## src/rtl/lot_pkg.sv

```systemverilog
`timescale 1ns / 1ps
package lot_pkg;

  localparam int CAPACITY_DEF = 64;
  localparam int ID_SPACE_DEF = 256;
  localparam int ID_W = 8;
  localparam int CNT_W = 7;
  localparam int FUNC_W = 3;
  localparam int STS_W = 2;

  // operation codes
  localparam logic [FUNC_W-1:0] F_INSERT = 3'd0;
  localparam logic [FUNC_W-1:0] F_TOUCH = 3'd1;
  localparam logic [FUNC_W-1:0] F_REMOVE = 3'd2;
  localparam logic [FUNC_W-1:0] F_POP = 3'd3;
  localparam logic [FUNC_W-1:0] F_RESIZE = 3'd4;

  // result status codes
  localparam logic [STS_W-1:0] ST_OK = 2'd0;
  localparam logic [STS_W-1:0] ST_REFUSED = 2'd1;
  localparam logic [STS_W-1:0] ST_EMPTY = 2'd2;
  localparam logic [STS_W-1:0] ST_ABSENT = 2'd3;

  typedef enum logic [3:0] {
    S_CLEAR,
    S_IDLE,
    S_DECODE,
    S_INS_CHECK,
    S_RSZ_CHECK,
    S_UNLINK,
    S_PUSH,
    S_EV_OUT,
    S_REPLY
  } state_t;

  // controller to datapath
  typedef struct packed {
    logic clr;
    logic cap;
    logic ld_tgt;
    logic tgt_tail;
    logic unlink;
    logic push;
    logic set_lim;
    logic emit;
    logic e_valid;
    logic e_last;
    logic [STS_W-1:0] e_status;
  } cmd_t;

  // datapath to controller
  typedef struct packed {
    logic clr_last;
    logic in_space;
    logic present;
    logic head_eq_id;
    logic count_zero;
    logic lim_zero;
    logic count_ge_lim;
    logic count_gt_lim;
    logic k_zero;
    logic k_ok_ins;
    logic k_ok_rsz;
    logic out_free;
    logic [FUNC_W-1:0] func;
  } stat_t;

endpackage

```

## src/rtl/lot_ctrl.sv

```systemverilog
`timescale 1ns / 1ps
module lot_ctrl (
  input  logic           clk,
  input  logic           rst_n,
  input  logic           in_valid,
  output logic           in_stall,
  input  lot_pkg::stat_t st,
  output lot_pkg::cmd_t  cmd
);

  lot_pkg::state_t state_r, state_nxt;
  logic [lot_pkg::STS_W-1:0] sts_r, sts_nxt;

  // state and pending reply status
  always_ff @(posedge clk) begin
    if (!rst_n) begin
      state_r <= lot_pkg::S_CLEAR;
      sts_r   <= lot_pkg::ST_OK;
    end else begin
      state_r <= state_nxt;
      sts_r   <= sts_nxt;
    end
  end

  // next state and commands
  always_comb begin
    state_nxt = state_r;
    sts_nxt   = sts_r;
    cmd       = '0;
    in_stall  = 1'b1;
    case (state_r)
      lot_pkg::S_CLEAR: begin
        cmd.clr = 1'b1;
        if (st.clr_last) state_nxt = lot_pkg::S_IDLE;
      end
      lot_pkg::S_IDLE: begin
        in_stall = 1'b0;
        if (in_valid) begin
          cmd.cap   = 1'b1;
          state_nxt = lot_pkg::S_DECODE;
        end
      end
      lot_pkg::S_DECODE: begin
        case (st.func)
          lot_pkg::F_INSERT: begin
            if (st.lim_zero) begin
              sts_nxt   = lot_pkg::ST_REFUSED;
              state_nxt = lot_pkg::S_REPLY;
            end else if (!st.in_space || st.present) begin
              sts_nxt   = lot_pkg::ST_ABSENT;
              state_nxt = lot_pkg::S_REPLY;
            end else begin
              state_nxt = lot_pkg::S_INS_CHECK;
            end
          end
          lot_pkg::F_TOUCH: begin
            if (!st.present) begin
              sts_nxt   = lot_pkg::ST_ABSENT;
              state_nxt = lot_pkg::S_REPLY;
            end else if (st.head_eq_id) begin
              sts_nxt   = lot_pkg::ST_OK;
              state_nxt = lot_pkg::S_REPLY;
            end else begin
              cmd.ld_tgt = 1'b1;
              state_nxt  = lot_pkg::S_UNLINK;
            end
          end
          lot_pkg::F_REMOVE: begin
            if (st.count_zero) begin
              sts_nxt   = lot_pkg::ST_EMPTY;
              state_nxt = lot_pkg::S_REPLY;
            end else if (!st.present) begin
              sts_nxt   = lot_pkg::ST_ABSENT;
              state_nxt = lot_pkg::S_REPLY;
            end else begin
              cmd.ld_tgt = 1'b1;
              state_nxt  = lot_pkg::S_UNLINK;
            end
          end
          lot_pkg::F_POP: begin
            if (st.count_zero) begin
              sts_nxt   = lot_pkg::ST_EMPTY;
              state_nxt = lot_pkg::S_REPLY;
            end else begin
              cmd.ld_tgt   = 1'b1;
              cmd.tgt_tail = 1'b1;
              state_nxt    = lot_pkg::S_UNLINK;
            end
          end
          lot_pkg::F_RESIZE: begin
            cmd.set_lim = 1'b1;
            state_nxt   = lot_pkg::S_RSZ_CHECK;
          end
          default: begin
            sts_nxt   = lot_pkg::ST_OK;
            state_nxt = lot_pkg::S_REPLY;
          end
        endcase
      end
      // evict from the tail until there is room, then link at the head
      lot_pkg::S_INS_CHECK: begin
        if (st.count_ge_lim && !st.count_zero && st.k_ok_ins) begin
          cmd.ld_tgt   = 1'b1;
          cmd.tgt_tail = 1'b1;
          state_nxt    = lot_pkg::S_UNLINK;
        end else begin
          cmd.push  = 1'b1;
          sts_nxt   = lot_pkg::ST_OK;
          state_nxt = lot_pkg::S_REPLY;
        end
      end
      // shrink to the new limit
      lot_pkg::S_RSZ_CHECK: begin
        if (st.count_gt_lim && st.k_ok_rsz) begin
          cmd.ld_tgt   = 1'b1;
          cmd.tgt_tail = 1'b1;
          state_nxt    = lot_pkg::S_UNLINK;
        end else if (st.k_zero) begin
          sts_nxt   = lot_pkg::ST_OK;
          state_nxt = lot_pkg::S_REPLY;
        end else begin
          state_nxt = lot_pkg::S_IDLE;
        end
      end
      lot_pkg::S_UNLINK: begin
        cmd.unlink = 1'b1;
        case (st.func)
          lot_pkg::F_TOUCH:  state_nxt = lot_pkg::S_PUSH;
          lot_pkg::F_REMOVE: begin
            sts_nxt   = lot_pkg::ST_OK;
            state_nxt = lot_pkg::S_REPLY;
          end
          default: state_nxt = lot_pkg::S_EV_OUT;
        endcase
      end
      lot_pkg::S_PUSH: begin
        cmd.push  = 1'b1;
        sts_nxt   = lot_pkg::ST_OK;
        state_nxt = lot_pkg::S_REPLY;
      end
      // report an evicted or popped id
      lot_pkg::S_EV_OUT: begin
        if (st.out_free) begin
          cmd.emit     = 1'b1;
          cmd.e_valid  = 1'b1;
          cmd.e_status = lot_pkg::ST_OK;
          case (st.func)
            lot_pkg::F_POP: begin
              cmd.e_last = 1'b1;
              state_nxt  = lot_pkg::S_IDLE;
            end
            lot_pkg::F_RESIZE: begin
              cmd.e_last = !st.count_gt_lim;
              state_nxt  = lot_pkg::S_RSZ_CHECK;
            end
            default: state_nxt = lot_pkg::S_INS_CHECK;
          endcase
        end
      end
      lot_pkg::S_REPLY: begin
        if (st.out_free) begin
          cmd.emit     = 1'b1;
          cmd.e_status = sts_r;
          cmd.e_last   = 1'b1;
          state_nxt    = lot_pkg::S_IDLE;
        end
      end
      default: state_nxt = lot_pkg::S_IDLE;
    endcase
  end

endmodule

```

## config.mk

```make
export PLATFORM = sky130hd
export DESIGN_NAME = lot_ctrl
export DESIGN_NICKNAME = d
export VERILOG_FILES = /design/src/rtl/lot_pkg.sv /design/src/rtl/lot_ctrl.sv
export SDC_FILE = /design/constraint.sdc
export NUM_CORES = 1
export LEC_CHECK = 0
export BUFFER_PORTS_ARGS = -buffer_cell sky130_fd_sc_hd__buf_2
export CAP_MARGIN = 20
export CORE_AREA = 2 2 48 50
export DETAILED_ROUTE_END_ITERATION = 6
export DIE_AREA = 0 0 50 52
export GPL_TIMING_DRIVEN = 0
export PLACE_DENSITY = 0.66
export RECOVER_POWER = 25
export SLEW_MARGIN = 15
export SYNTH_ARGS = -nofsm -noshare
export SYNTH_HDL_FRONTEND = slang
export SYNTH_SLANG_ARGS = --single-unit
```

## constraint.sdc

```tcl
create_clock -name clk -period 1.8 [get_ports clk]
set_input_delay 0.36 -clock clk [delete_from_list [all_inputs] [get_ports clk]]
set_output_delay 0.36 -clock clk [all_outputs]
set_load 0.01 [all_outputs]
```

* Word-level counts from Yosys, hierarchy flattened
Index checks and enable logic that the tools add are counted.
** Operators by class
- Equal/unequal tests :: 25
- Muxes and demuxes :: 57
- Reduce and logical (&&, ||, !) cells :: 12
** Operators with widths (number)
- 4-bit 2-to-1 mux :: 14
- 4-bit one-hot mux with 9 select lines :: 1
- 2-bit 2-to-1 mux :: 14
- 2-bit one-hot mux with 5 select lines :: 2
- 4-bit one-hot mux with 5 select lines :: 1
- 2-bit inequality test, second input constant :: 9
- 4-bit by 3-bit == test with 1-bit output, second input constant :: 4
- 1-bit 2-to-1 mux :: 15
- 4-bit inequality test, second input constant :: 3
- 3-bit one-hot mux with 2 select lines :: 2
- 10-bit AND reduction :: 1
- 4-bit by 2-bit == test with 1-bit output, second input constant :: 2
- 4-bit one-hot mux with 2 select lines :: 1
- 3-bit by 2-bit == test with 1-bit output, second input constant :: 2
- 1-bit one-hot mux with 2 select lines :: 3
- 2-bit one-hot mux with 3 select lines :: 1
- 5-bit 2-to-1 mux :: 1
- 5-bit nonzero test :: 1
- 4-bit by 1-bit == test with 1-bit output, second input constant :: 1
- 4-bit == test, second input constant :: 1
- 4-bit zero test :: 1
- 4-bit AND reduction :: 1
- 3-bit by 1-bit == test with 1-bit output, second input constant :: 1
- 3-bit == test, second input constant :: 1
- other kinds (7) :: 11
** Word-level totals
- Bits in registers :: 6
- Input bits :: 18
- Output and inout port bits :: 13

* Longest topological paths before layout
- Depth in word-level cells :: 6
- Gate-level depth with buffers :: 7
- Mapped depth without buffers :: 5

* Worst setup path before layout
Ideal clock, no wire load.
- Path type :: input to output
- Start point :: input st[0] in the netlist's numbering
- End point :: output cmd[2] in the netlist's numbering
- Arrival time :: 1404 ps
- Required time :: 1440 ps
- Setup slack :: 36 ps
- Stages on the path :: 5
- Buffers on the path :: 2
- Path through :: buf_6 -> or3b_1 -> buf_2 -> o21a_1 -> o21ai_0
** RTL lines
- start: declaration :: RTL line lot_ctrl.sv:7 : input lot_pkg::stat_t st,
- end: declaration :: RTL line lot_ctrl.sv:8 : output lot_pkg::cmd_t cmd

==> flow_metrics.env <==
export IMPL_wire_per_inst_um=13.2
export IMPL_yosys_top_cells_area="dfxtp_1 (15%), nand2_1 (6.6%), o21ai_0 (5.6%)"
export IMPL_drt_iter0_markers=5
export IMPL_fin_skew_ns=0.000618
export IMPL_fillCellCount=222
export IMPL_clk_pin_slew_ns=0.04
export IMPL_setup_slack_ns=-0.0157
export IMPL_cts_hold_buf=0
export IMPL_min_path_type="input port to flip-flop"
export IMPL_r2r_cells=6
export IMPL_r2r_slack_ns=0.07
export IMPL_synth_top_cell_area_share_pct=15.0
export IMPL_cts_htree_levels=1
export IMPL_die_h_um=52
export IMPL_yosys_area_top_type="dfxtp_1"
export IMPL_r2r_end="sts_r[1]$_SDFFE_PN0P_"
export IMPL_violations="setup timing"
export IMPL_relSlewSlack_pct=74.6
export IMPL_cts_root_buf="clkbuf_4"
export IMPL_routabilityCongestion=0.815
export IMPL_ioPinCount=31
export IMPL_worst_path_max_fanout=5
export IMPL_p_leak_nw=0.518
export IMPL_die_area_um2=2600
export IMPL_drcViolationCount=0
export IMPL_setup_violations=1
export IMPL_fp_row_count=17
export IMPL_finalPower_w=0.000428
export IMPL_grt_first_pass_wirelength_mm=3.46
export IMPL_vias=906
export IMPL_cts_sinks=6
export IMPL_syn_inst=105
export IMPL_ys_seq_area_share_pct=15.0
export IMPL_routed_wirelength_mm=2.22
export IMPL_via_per_inst=5.39
export IMPL_grt_pass1_vias=761
export IMPL_tritoncts="yes"
export IMPL_cellPowerDensity_nw_per_um2=387
export IMPL_netlist_area_um2=800
export IMPL_numPortBuffers=29
export IMPL_tightestPinTransition_ns=0.378
export IMPL_grt_ovfl_total=0
export IMPL_hold_path_depth=2
export IMPL_rsz0062_at_grt="true"
export IMPL_fin_util_pct=52.5
export IMPL_drtPass1Iterations=4
export IMPL_worstPathArrival_ns=1.46
export IMPL_ant_nets=0
export IMPL_max_vdd_ir_drop_uv=371
export IMPL_fin_nets=160
export IMPL_core_area_um2=2110
export IMPL_yosys_warnings=0
export IMPL_dpl_cell_area_um2=980
export IMPL_die_w_um=50
export IMPL_hold_start="rst_n"
export IMPL_syn2layout_area_growth_pct=38.2
export IMPL_multi_input_area_um2=659
export IMPL_worst_setup_path_end_kind="output pin"
export IMPL_final_cell_area_um2=1100
export IMPL_crit_required_ns=1.44
export IMPL_hold_end="state_r[3]$_SDFFE_PN0P_"
export IMPL_reg2reg_from="state_r[2]$_SDFFE_PN0P_"
export IMPL_grt_max_degree=11
export IMPL_cap_viol_max_count=0
export IMPL_status="complete, but fails checks"
export IMPL_seqCellArea_um2=135
export IMPL_start_util_pct=38.0
export IMPL_avgSynthCellArea_um2=7.61
export IMPL_critical_path_startpoint_type="flip-flop"
export IMPL_synth_distinct_cells=43
export IMPL_hold_viol_final=0
export IMPL_grt_util_all_layers_pct=17.4
export IMPL_cts_buffers=3
export IMPL_period_needed_ns=1.82
export IMPL_path_class="flip-flop to output pin"
export IMPL_antenna_found_initial=0
export IMPL_clk_path_buf_depth=2
export IMPL_final_cell_mix="buf_2 (28), nand2_1 (12), nor2_1 (8)"
export IMPL_layout_drive_gt1_share_pct=45.7
export IMPL_dp_slack_ns=-0.0610
export IMPL_finalCritPeriodShare_pct=101
export IMPL_synth_nets=123
export IMPL_ys_seq_elements=6
export IMPL_slew_viol_final=0
export IMPL_hpwl_mm=1.66
export IMPL_antennaDiodeCount=0
export IMPL_fmax_ghz=0.551
export IMPL_worstSkewPairLatency_ns=0.24
export IMPL_layout_commonest_cell="buf_2"
==> sequential cells by signal (all words and copies together) (netlist names) <==
register	cells
sts_r	2
state_r	4
==> layout make-up <==
| type | count | share of cell area (%) |
|---|---|---|
| flip-flops and latches | 6 | 12.2 |
| plain buffers | 6 | 5.21 |
| inverters | 3 | 1.02 |
| multi-input cells | 89 | 59.7 |
| well taps | 28 | 3.17 |
| repair buffers | 33 | 16.6 |
| clock buffers | 3 | 2.04 |
==> metal layers <==
| layer | vias to the layer above | wire, um | track usage (%) | share of wire [%] |
|---|---|---|---|---|
| li1 | 455 | - | - | - |
| met2 | 28 | 1110 | 28.5 | 50 |
| met1 | 423 | 969 | 23.3 | 44 |
| met5 | - | 0 | 0 | 0 |
| met4 | 0 | 0 | 1.39 | 0 |
| met3 | 0 | 138 | 5.17 | 6.2 |
==> where the power goes <==
group          leakage (nW)  total [W]  switching [W]  internal, W
registers            0.0516   0.000146     0.00000948     0.000136
clock network        0.0138   0.000121      0.0000457    0.0000752
logic                 0.453   0.000162      0.0000862    0.0000754
total                 0.518   0.000428       0.000141     0.000287
==> synth_stat cells, drive strengths merged <==
master   n
nand3    2
and4bb   1
clkbuf   1
nand3b   2
and2     3
o211a    2
nor4     4
and3b    1
o21ai   12
xor2     2
nor3     3
inv      3
a31oi    4
nand2   14
and3     2
and4b    2
o31ai    1
or3      1
nor2     9
mux2     1
nor3b    3
dfxtp    6
buf      6
or2      1
o21a     4
nor4b    1
nor2b    2
or3b     1
nand2b   2
or4b     1
mux2i    3
a21oi    4
a22oi    1
==> worst max-delay path by stage <==
stage | startpoint | end | slack, ns | cells after the start
floorplan | st[0] | cmd[2] | 0.04 | 5
global placement | st[2] | cmd[2] | -0.01 | 6
detailed placement | st[2] | cmd[2] | -0.06 | 6
CTS | state_r[1]$_SDFFE_PN0P_ | cmd[9] | -0.05 | 4
global route | state_r[2]$_SDFFE_PN0P_ | cmd[9] | -0.07 | 5
finish | state_r[3]$_SDFFE_PN0P_ | cmd[8] | -0.02 | 4
==> per-stage QoR <==
stage	hold WS [ns]	setup TNS (ns)	std cells
6_report	0.407	-0.0157	168
3_3_place_gp	0.447	-0.0111	162
5_1_grt	0.415	-0.271	168
3_5_place_dp	0.452	-0.119	162
4_1_cts	0.408	-0.0833	166
2_1_floorplan	0.430	0	105
==> cells by family after synthesis <==
kind of cell	count (synthesis)	synth area share, %
multiplexers	4	5.16
XOR/XNOR	2	2.19
AO/OA/AOI/OAI	28	25.8
buffers and inverters	10	8.61
flip-flops	6	15.0
AND/OR/NAND/NOR	55	43.2
==> repair_timing <==
item / CTS / global route
setup buffers: 2 / 2
pin swaps: 0 / 2
resized for setup: 12 / 13
endpoints found under the setup margin: 7 / 8
endpoints found under the hold margin: 0 / 0
==> critical path: stages, from the launching register on <==
cell	delay, ns
dfxtp_4	0.36
nand2b_4	0.16
or3_4	0.36
o31ai_2	0.18
buf_2	0.16
No activity file was read; power rests on OpenSTA's default activity.
